## src/sv/fit_policy_block_allocator_macros.svh

```systemverilog
// ---------------------------------------------------------------------------
// Assertion macros for the fit policy block allocator
// Shared property wrappers used by the RTL file that carries assertions.
// ---------------------------------------------------------------------------
`ifndef FIT_POLICY_BLOCK_ALLOCATOR_MACROS_SVH
`define FIT_POLICY_BLOCK_ALLOCATOR_MACROS_SVH

// Same-cycle implication, disabled while reset is high.
`define FPBA_ASSERT_SAME(label, clk, rst, cond, expr) \
   label: assert property (@(posedge clk) disable iff (rst) (cond) |-> (expr)) \
      else $error("fpba assertion failed");

// Next-cycle implication, disabled while reset is high.
`define FPBA_ASSERT_NEXT(label, clk, rst, cond, expr) \
   label: assert property (@(posedge clk) disable iff (rst) (cond) |=> (expr)) \
      else $error("fpba assertion failed");

`endif

```

## src/sv/fpba_pkg.sv

```systemverilog
// ---------------------------------------------------------------------------
// Fit policy block allocator package
// Codes, defaults and shared types of the allocator and its cells.
// ---------------------------------------------------------------------------
`timescale 1ns / 1ps

package fpba_pkg;

   localparam int MAX_BLOCKS_DEFAULT = 32;
   localparam int SIZE_BITS_DEFAULT  = 16;

   // Operation codes of a request beat.
   localparam logic OP_LOAD  = 1'b0;
   localparam logic OP_ALLOC = 1'b1;

   // Fit policy codes; the unused code behaves as first fit.
   localparam logic [1:0] POLICY_FIRST = 2'd0;
   localparam logic [1:0] POLICY_BEST  = 2'd1;
   localparam logic [1:0] POLICY_WORST = 2'd2;

   // Response status codes.
   localparam logic [1:0] STATUS_ALLOCATED = 2'd0;
   localparam logic [1:0] STATUS_NO_FIT    = 2'd1;
   localparam logic [1:0] STATUS_LOADED    = 2'd2;

   // Register indexes of the configuration port.
   localparam logic CSR_FIT_POLICY  = 1'b0;
   localparam logic CSR_BLOCK_COUNT = 1'b1;

   // Control part of the search candidate handed from cell to cell.
   typedef struct packed {
      logic valid;
      logic found;
   } cand_ctrl_type;

   // Scan sequencer states.
   typedef enum logic [2:0] {
      ST_IDLE = 3'b001,
      ST_SCAN = 3'b010,
      ST_RESP = 3'b100
   } state_type;

endpackage

```

## src/sv/fpba_cell.sv

```systemverilog
// ---------------------------------------------------------------------------
// Allocator cell
// Holds one block's remaining size and updates the passing search candidate.
// ---------------------------------------------------------------------------
`timescale 1ns / 1ps

module fpba_cell
   import fpba_pkg::*;
#(
   parameter int CELL_INDEX = 0,
   parameter int MAX_BLOCKS = MAX_BLOCKS_DEFAULT,
   parameter int SIZE_BITS  = SIZE_BITS_DEFAULT,
   localparam int IDX_BITS  = $clog2(MAX_BLOCKS)
) (
   input  logic                 clock,
   input  logic                 reset,
   input  logic [1:0]           fit_policy,
   input  logic [5:0]           block_count,
   input  logic [SIZE_BITS-1:0] request,
   input  logic                 wr_en,
   input  logic [SIZE_BITS-1:0] wr_data,
   input  cand_ctrl_type        cand_in,
   input  logic [IDX_BITS-1:0]  sel_in,
   input  logic [SIZE_BITS-1:0] sel_val_in,
   output cand_ctrl_type        cand_out,
   output logic [IDX_BITS-1:0]  sel_out,
   output logic [SIZE_BITS-1:0] sel_val_out
);

   logic [SIZE_BITS-1:0] value_ff;
   cand_ctrl_type        cand_ff;
   logic [IDX_BITS-1:0]  sel_ff;
   logic [SIZE_BITS-1:0] sel_val_ff;

   logic active;
   logic fits;
   logic take;

   assign active = (32'(block_count) > CELL_INDEX);
   assign fits   = active && (value_ff >= request);

   // A fitting cell wins when no earlier cell fit, or when it is strictly
   // better under best or worst fit; ties stay with the lower index.
   always_comb begin
      take = 1'b0;
      if (fits) begin
         if (!cand_in.found) begin
            take = 1'b1;
         end else if (fit_policy == POLICY_BEST) begin
            take = (value_ff < sel_val_in);
         end else if (fit_policy == POLICY_WORST) begin
            take = (value_ff > sel_val_in);
         end
      end
   end

   always_ff @(posedge clock) begin
      if (reset) begin
         value_ff      <= '0;
         cand_ff.valid <= 1'b0;
         cand_ff.found <= 1'b0;
      end else begin
         if (wr_en) begin
            value_ff <= wr_data;
         end
         cand_ff.valid <= cand_in.valid;
         cand_ff.found <= cand_in.found || fits;
      end
   end

   always_ff @(posedge clock) begin
      sel_ff     <= take ? IDX_BITS'(CELL_INDEX) : sel_in;
      sel_val_ff <= take ? value_ff : sel_val_in;
   end

   assign cand_out    = cand_ff;
   assign sel_out     = sel_ff;
   assign sel_val_out = sel_val_ff;

endmodule

```

## src/sv/fit_policy_block_allocator.sv

```systemverilog
// ---------------------------------------------------------------------------
// Fit policy block allocator
// First, best or worst fit allocation over a row of block size cells.
// ---------------------------------------------------------------------------
// Channel   Direction  Handshake                  Payload
// req       in         req_valid / req_ready      operation, block_index, size_value
// rsp       out        rsp_valid / rsp_ready      status, chosen_block, left_over
// csr       in         csr_valid / csr_ready      index, data
//
// A load beat passes through the response state to the output register.
// An allocate beat reaches its response beat once the search candidate
// has walked the row of cells, one cell per cycle.
// Reset is synchronous and clears every block size and both registers.
// One request is in flight at a time; a stalled response holds the next
// finished result in the sequencer until the output register frees.
// ---------------------------------------------------------------------------
`timescale 1ns / 1ps

`include "fit_policy_block_allocator_macros.svh"

module fit_policy_block_allocator
   import fpba_pkg::*;
#(
   parameter int MAX_BLOCKS = MAX_BLOCKS_DEFAULT,
   parameter int SIZE_BITS  = SIZE_BITS_DEFAULT
) (
   input  logic        clock,
   input  logic        reset,

   input  logic        req_valid,
   output logic        req_ready,
   input  logic        req_operation,
   input  logic [4:0]  req_block_index,
   input  logic [15:0] req_size_value,

   output logic        rsp_valid,
   input  logic        rsp_ready,
   output logic [1:0]  rsp_status,
   output logic [4:0]  rsp_chosen_block,
   output logic [15:0] rsp_left_over,

   input  logic        csr_valid,
   output logic        csr_ready,
   input  logic        csr_index,
   input  logic [5:0]  csr_data
);

   localparam int IDX_BITS = $clog2(MAX_BLOCKS);

   // Configuration registers.
   logic [1:0] policy_ff;
   logic [5:0] count_ff;

   // Sequencer state and the request under search.
   state_type            state_ff;
   state_type            state_in;
   logic [SIZE_BITS-1:0] request_ff;
   logic                 start_ff;

   // Result waiting for the output register.
   logic [1:0]  res_status_ff;
   logic [4:0]  res_chosen_ff;
   logic [15:0] res_left_ff;

   // Output register.
   logic        rsp_valid_ff;
   logic [1:0]  rsp_status_ff;
   logic [4:0]  rsp_chosen_ff;
   logic [15:0] rsp_left_ff;

   // Candidate chain: entry 0 feeds the first cell, the last entry leaves
   // the final cell.
   cand_ctrl_type        cand_chain    [MAX_BLOCKS+1];
   logic [IDX_BITS-1:0]  sel_chain     [MAX_BLOCKS+1];
   logic [SIZE_BITS-1:0] sel_val_chain [MAX_BLOCKS+1];

   logic                 req_fire;
   logic                 scan_done;
   logic                 commit;
   logic                 out_free;
   logic [SIZE_BITS-1:0] rest;
   logic [SIZE_BITS-1:0] wr_data;
   logic [MAX_BLOCKS-1:0] wr_en;

   assign req_ready = (state_ff == ST_IDLE);
   assign req_fire  = req_valid && req_ready;
   assign csr_ready = 1'b1;
   assign out_free  = !rsp_valid_ff || rsp_ready;

   // The scan ends when the candidate leaves the last cell. The chosen cell
   // still holds the size carried by the candidate, so one subtract gives
   // the write-back value.
   assign scan_done = (state_ff == ST_SCAN) && cand_chain[MAX_BLOCKS].valid;
   assign commit    = scan_done && cand_chain[MAX_BLOCKS].found;
   assign rest      = sel_val_chain[MAX_BLOCKS] - request_ff;

   // Loads are only accepted in idle and write-backs only end a scan, so the
   // two never share a cycle.
   assign wr_data = (state_ff == ST_SCAN) ? rest : SIZE_BITS'(req_size_value);

   assign cand_chain[0].valid = start_ff;
   assign cand_chain[0].found = 1'b0;
   assign sel_chain[0]        = '0;
   assign sel_val_chain[0]    = '0;

   for (genvar i = 0; i < MAX_BLOCKS; i++) begin : g_cells
      assign wr_en[i] =
         (req_fire && (req_operation == OP_LOAD) && (32'(req_block_index) == i)) ||
         (commit && (32'(sel_chain[MAX_BLOCKS]) == i));

      fpba_cell #(
         .CELL_INDEX (i),
         .MAX_BLOCKS (MAX_BLOCKS),
         .SIZE_BITS  (SIZE_BITS)
      ) u_cell (
         .clock       (clock),
         .reset       (reset),
         .fit_policy  (policy_ff),
         .block_count (count_ff),
         .request     (request_ff),
         .wr_en       (wr_en[i]),
         .wr_data     (wr_data),
         .cand_in     (cand_chain[i]),
         .sel_in      (sel_chain[i]),
         .sel_val_in  (sel_val_chain[i]),
         .cand_out    (cand_chain[i+1]),
         .sel_out     (sel_chain[i+1]),
         .sel_val_out (sel_val_chain[i+1])
      );
   end

   // Configuration writes.
   always_ff @(posedge clock) begin
      if (reset) begin
         policy_ff <= POLICY_FIRST;
         count_ff  <= '0;
      end else if (csr_valid && csr_ready) begin
         unique case (csr_index)
            CSR_FIT_POLICY:  policy_ff <= csr_data[1:0];
            CSR_BLOCK_COUNT: count_ff  <= csr_data;
            default:         count_ff  <= count_ff;
         endcase
      end
   end

   // Sequencer: idle takes a beat, scan waits for the candidate, and the
   // response state hands the result to the output register.
   always_comb begin
      state_in = state_ff;
      unique case (state_ff)
         ST_IDLE: begin
            if (req_fire) begin
               state_in = (req_operation == OP_ALLOC) ? ST_SCAN : ST_RESP;
            end
         end
         ST_SCAN: begin
            if (scan_done) begin
               state_in = ST_RESP;
            end
         end
         ST_RESP: begin
            if (out_free) begin
               state_in = ST_IDLE;
            end
         end
         default: state_in = ST_IDLE;
      endcase
   end

   always_ff @(posedge clock) begin
      if (reset) begin
         state_ff <= ST_IDLE;
         start_ff <= 1'b0;
      end else begin
         state_ff <= state_in;
         start_ff <= req_fire && (req_operation == OP_ALLOC);
      end
   end

   always_ff @(posedge clock) begin
      if (req_fire) begin
         request_ff    <= SIZE_BITS'(req_size_value);
         res_status_ff <= STATUS_LOADED;
         res_chosen_ff <= '0;
         res_left_ff   <= '0;
      end else if (scan_done) begin
         if (commit) begin
            res_status_ff <= STATUS_ALLOCATED;
            res_chosen_ff <= 5'(sel_chain[MAX_BLOCKS]);
            res_left_ff   <= 16'(rest);
         end else begin
            res_status_ff <= STATUS_NO_FIT;
            res_chosen_ff <= '0;
            res_left_ff   <= '0;
         end
      end
   end

   // Output register.
   always_ff @(posedge clock) begin
      if (reset) begin
         rsp_valid_ff <= 1'b0;
      end else if ((state_ff == ST_RESP) && out_free) begin
         rsp_valid_ff <= 1'b1;
      end else if (rsp_ready) begin
         rsp_valid_ff <= 1'b0;
      end
   end

   always_ff @(posedge clock) begin
      if ((state_ff == ST_RESP) && out_free) begin
         rsp_status_ff <= res_status_ff;
         rsp_chosen_ff <= res_chosen_ff;
         rsp_left_ff   <= res_left_ff;
      end
   end

   assign rsp_valid        = rsp_valid_ff;
   assign rsp_status       = rsp_status_ff;
   assign rsp_chosen_block = rsp_chosen_ff;
   assign rsp_left_over    = rsp_left_ff;

   // The candidate only leaves the row while a scan is running.
   `FPBA_ASSERT_SAME(a_cand_in_scan, clock, reset,
      cand_chain[MAX_BLOCKS].valid, state_ff == ST_SCAN)
   // At most one cell is written in any cycle.
   `FPBA_ASSERT_SAME(a_single_write, clock, reset, 1'b1, $onehot0(wr_en))
   // An allocate beat always starts a candidate on the next cycle.
   `FPBA_ASSERT_NEXT(a_start_follows, clock, reset,
      req_fire && (req_operation == OP_ALLOC), start_ff && (state_ff == ST_SCAN))
   // A no-fit response carries zero index and zero left over size.
   `FPBA_ASSERT_SAME(a_no_fit_zero, clock, reset,
      rsp_valid_ff && (rsp_status_ff == STATUS_NO_FIT),
      (rsp_chosen_ff == '0) && (rsp_left_ff == '0))

endmodule

```

## config.mk

```make
export PLATFORM = sky130hd
export DESIGN_NAME = fit_policy_block_allocator
export DESIGN_NICKNAME = d
export VERILOG_FILES = /design/src/sv/fpba_pkg.sv /design/src/sv/fpba_cell.sv /design/src/sv/fit_policy_block_allocator.sv
export VERILOG_INCLUDE_DIRS = /design/src /design/src/sv
export SDC_FILE = /design/constraint.sdc
export NUM_CORES = 2
export LEC_CHECK = 0
export BUFFER_PORTS_ARGS = -buffer_cell sky130_fd_sc_hd__buf_4
export CORE_ASPECT_RATIO = 1.2
export CORE_MARGIN = 5
export CORE_UTILIZATION = 47
export CTS_CLUSTER_DIAMETER = 80
export DETAILED_ROUTE_END_ITERATION = 16
export GPL_TIMING_DRIVEN = 0
export PLACE_DENSITY = 0.63
export SYNTH_ARGS = -nofsm -noshare
export SYNTH_HDL_FRONTEND = slang
export SYNTH_SLANG_ARGS = --single-unit
```

## constraint.sdc

```tcl
create_clock -name clock -period 6.75 [get_ports clock]
set_input_delay 0.3375 -clock clock [delete_from_list [all_inputs] [get_ports clock]]
set_output_delay 0.3375 -clock clock [all_outputs]
set_load 0.02 [all_outputs]
```

==> out/metrics.csv <==
stage,metric,value,unit
routing,Avg WL per Cell,28.0,µm
placement,placed wire-length estimate,271,mm
setup_path,"critical path fanouts, max",11,
power,Pwr per Cell Area,196,mW/mm²
cts,Clock Sinks,1292,
power,Clock power frac,46.4,%
logic_synthesis,sequential fraction of the synthesis area,31.8,%
grt,pin count of the biggest net entering global routing,26,
grt,GRT Overall Usage,37.7,%
routing,final antenna-violating net count,0,
setup_path,Worst setup SP type,flip-flop,
hold_path,Hold Crit Class,in2reg,
setup_path,Worst Path Required,7.38,ns
power,Lkg Pwr,36.0,nW
routing,vias after detailed routing,82400,
routing,Total Wirelength,363,mm
placement,RePlAce Congestion,1.03,
cts,PostCTS Resize Cnt,0,
layout,"most common cell after layout, fill and taps aside",nor2_1,
floorplan,row count,168,
routing,DRC errors left,0,
floorplan,initial core utilization,47.3,%
layout,number of fill cells,16700,
cts,CTS tree,built,
layout,proportion of layout cells with a drive suffix above 1,6.26,%
outcome,status,finished with violations,
logic_synthesis,post-synthesis register bit count,1292,
floorplan,die footprint,0.184,mm²
power,sequential share of power,43.0,%
cts,Num CTS Buffers,146,
logic_synthesis,Cells after Synth,10300,
grt,total gr overflow,0,
grt,initial antenna violation count,23,
logic_synthesis,Yosys top cell by area,dfxtp_1,
floorplan,Die W,393,µm
logic_synthesis,"Async S/R FF share, synth",0,%
layout,most frequent cells in the layout,"nor2_1, dfxtp_1, ha_1",
cts,CTS max path bufs,3,
cts,Clock Latency Late Sink,0.83,ns
logic_synthesis,syn_nets,11300,
grt,vias in the first global route,78000,
setup_path,Crit Path Category,reg2reg,
power,Int Pwr,0.0131,W
hold_path,Hold Crit Start,req_size_value[3],
layout,"Area growth, synth to finish",11.4,%
logic_synthesis,post-synth top area share,30.3,%
logic_synthesis,synth top area cells,"dfxtp_1, ha_1, mux2i_1",
logic_synthesis,number of synthesis warnings,0,
grt,first-pass GRT wire length,517,mm
timing,RSZ-0062 raised after global routing,no,
floorplan,I/O pin total,60,
timing,Slew @ Worst Pin,1.67,ns
timing,final worst-path cycle share,72.1,%
cts,Root Driver,clkbuf_16,
setup_path,Worst Setup End Kind,flip-flop,
outcome,violated checks,"max-capacitance violations, max-slew violations",
power,combinational share of power,10.6,%
placement,I/O Buffers,53,
timing,Final Hold Viols,0,
logic_synthesis,Netlist cell types,85,
power,peak supply drop,0.303,mV
logic_synthesis,mapped cell area,0.0827,mm²
power,total power draw,0.0180,W
logic_synthesis,"EDFF count, synth",39,
power,NetSw,0.00497,W
setup_path,Crit. Startpoint,request_ff[0]$_DFFE_PP_,
power,switching part of the total,27.6,%
floorplan,core outline area,0.175,mm²
cts,H-tree Lvls,4,
floorplan,Die Span Y,469,µm
setup_path,CP Data Arrival Time,5.49,ns
flow_run,Max-cap violations,15,
layout,nets,11600,
cts,Worst-path clk slew,0.06,ns
logic_synthesis,Syn Area/Cell,8.04,µm²
timing,f_max,206,MHz
routing,Vias/cell,6.35,
routing,DRT iter0 DRCs,8894,
logic_synthesis,Main synth FF type,dfxtp_1,
timing,Fin Clk Skew,0.0365,ns
layout,"Core Util, Final",52.7,%
routing,drt pass-1 iters,9,
timing,final setup violation count,0,
setup_path,worst r2r src,request_ff[0]$_DFFE_PP_,
timing,fin. max-slew vios,123,
timing,relative slew slack,-11.0,%
timing,Final min period,4.86,ns
==> per-layer routing <==
metal	routed length, µm	GRT usage (%)	vias up
met1	140000	45.6	39400
met5	98	0	-
met3	34700	9.76	1302
li1	-	-	37500
met4	30600	26.7	14
met2	157000	58.2	4183
==> what timing repair did <==
action	4_1_cts	5_1_grt
hold endpoints to repair	29	0
endpoints found under the setup margin	0	0
hold buffers	29	0
setup buffers	0	0
==> per-stage QoR <==
step           setup TNS, ns  setup WS, ns  hold WS (ns)  instances  area (µm²)
2_1_floorplan              0          3.48         0.386      10300       82700
3_3_place_gp          -35.71        -0.904         0.394      12600       85900
3_5_place_dp               0          1.52         0.398      12700       86700
4_1_cts                    0          1.42         0.195      13000       92000
5_1_grt                    0          1.92         0.232      13000       92100
6_report                   0          1.89         0.245      13000       92100
==> logic make-up after synthesis <==
kind of cell	share of synthesized area, %
flops	31.8
xor+xnor	0.159
simple gates	17.5
compound gates	21.7
fa+ha+maj	15.5
other cells	0.00454
mux	7.41
buf+inv	5.99
==> critical path, stage by stage, from the launching register on <==
cell,delay [ns]
edfxtp_1,0.68
ha_1,0.25
inv_1,0.06
fa_1,0.40
a21o_1,0.22
a21oi_1,0.19
xor2_1,0.27
nor2_1,0.08
a21oi_1,1.12
clkbuf_1,1.18
a211oi_1,0.19
==> final cells by class <==
type | count | area, µm² | share of cell area, %
plain buffers | 681 | 2840 | 3.09
clock inverters | 65 | 831 | 0.902
inverters | 572 | 2180 | 2.37
clock buffers | 199 | 4160 | 4.51
multi-input cells | 7737 | 51500 | 55.9
well taps | 2295 | 2870 | 3.12
flip-flops and latches | 1292 | 26300 | 28.5
repair buffers | 119 | 1420 | 1.54
diodes | 19 | 47.5 | 0.0516
==> worst paths after layout <==
kind	end	slack, ns	depth (start not counted)
setup / recovery	g_cells[1].u_cell.value_ff[4]$_SDFFE_PP0P_	1.89	10
hold / removal	request_ff[3]$_DFFE_PP_	0.25	2
setup reg to reg	g_cells[1].u_cell.value_ff[4]$_SDFFE_PP0P_	1.89	10
hold reg to reg	g_cells[31].u_cell.sel_out[4]$_SDFF_PP1_	0.41	1
==> power groups by stage <==
stage | clock (W) | combinational (W) | sequential, W
after floorplan | 0 | 0.000972 | 0.00790
after global placement | 0 | 0.00171 | 0.00793
after detailed placement | 0 | 0.00181 | 0.00793
after CTS | 0.00843 | 0.00183 | 0.00776
after global routing | 0.00874 | 0.00197 | 0.00776
final | 0.00836 | 0.00192 | 0.00776
==> flip-flops by register name (all words and copies together) (netlist names) <==
| name | count |
|---|---|
| g_cells.u_cell.value_ff | 512 |
| rsp_chosen_block | 5 |
| count_ff | 6 |
| g_cells.u_cell.sel_val_out | 512 |
| rsp_left_over | 16 |
| g_cells.u_cell.sel_out | 129 |
| res_chosen_ff | 5 |
| res_status_ff | 2 |
| rsp_valid | 1 |
| rsp_status | 2 |
| res_left_ff | 16 |
| request_ff | 16 |
| policy_ff | 2 |
| state_ff | 3 |
| start_ff | 1 |
| g_cells.u_cell.cand_out | 64 |
==> cell usage after synthesis, drive strengths merged, types with 66 or more instances <==
| master | count |
|---|---|
| a211oi | 357 |
| a21oi | 618 |
| a31oi | 66 |
| buf | 198 |
| clkbuf | 483 |
| dfxtp | 1253 |
| ha | 1023 |
| inv | 572 |
| mux2i | 538 |
| nand2 | 850 |
| nand2b | 88 |
| nand3 | 701 |
| nand4 | 117 |
| nor2 | 1331 |
| o211ai | 492 |
| o21a | 112 |
| o21ai | 786 |
| o21bai | 71 |
Power figures use the tool's default switching activity.
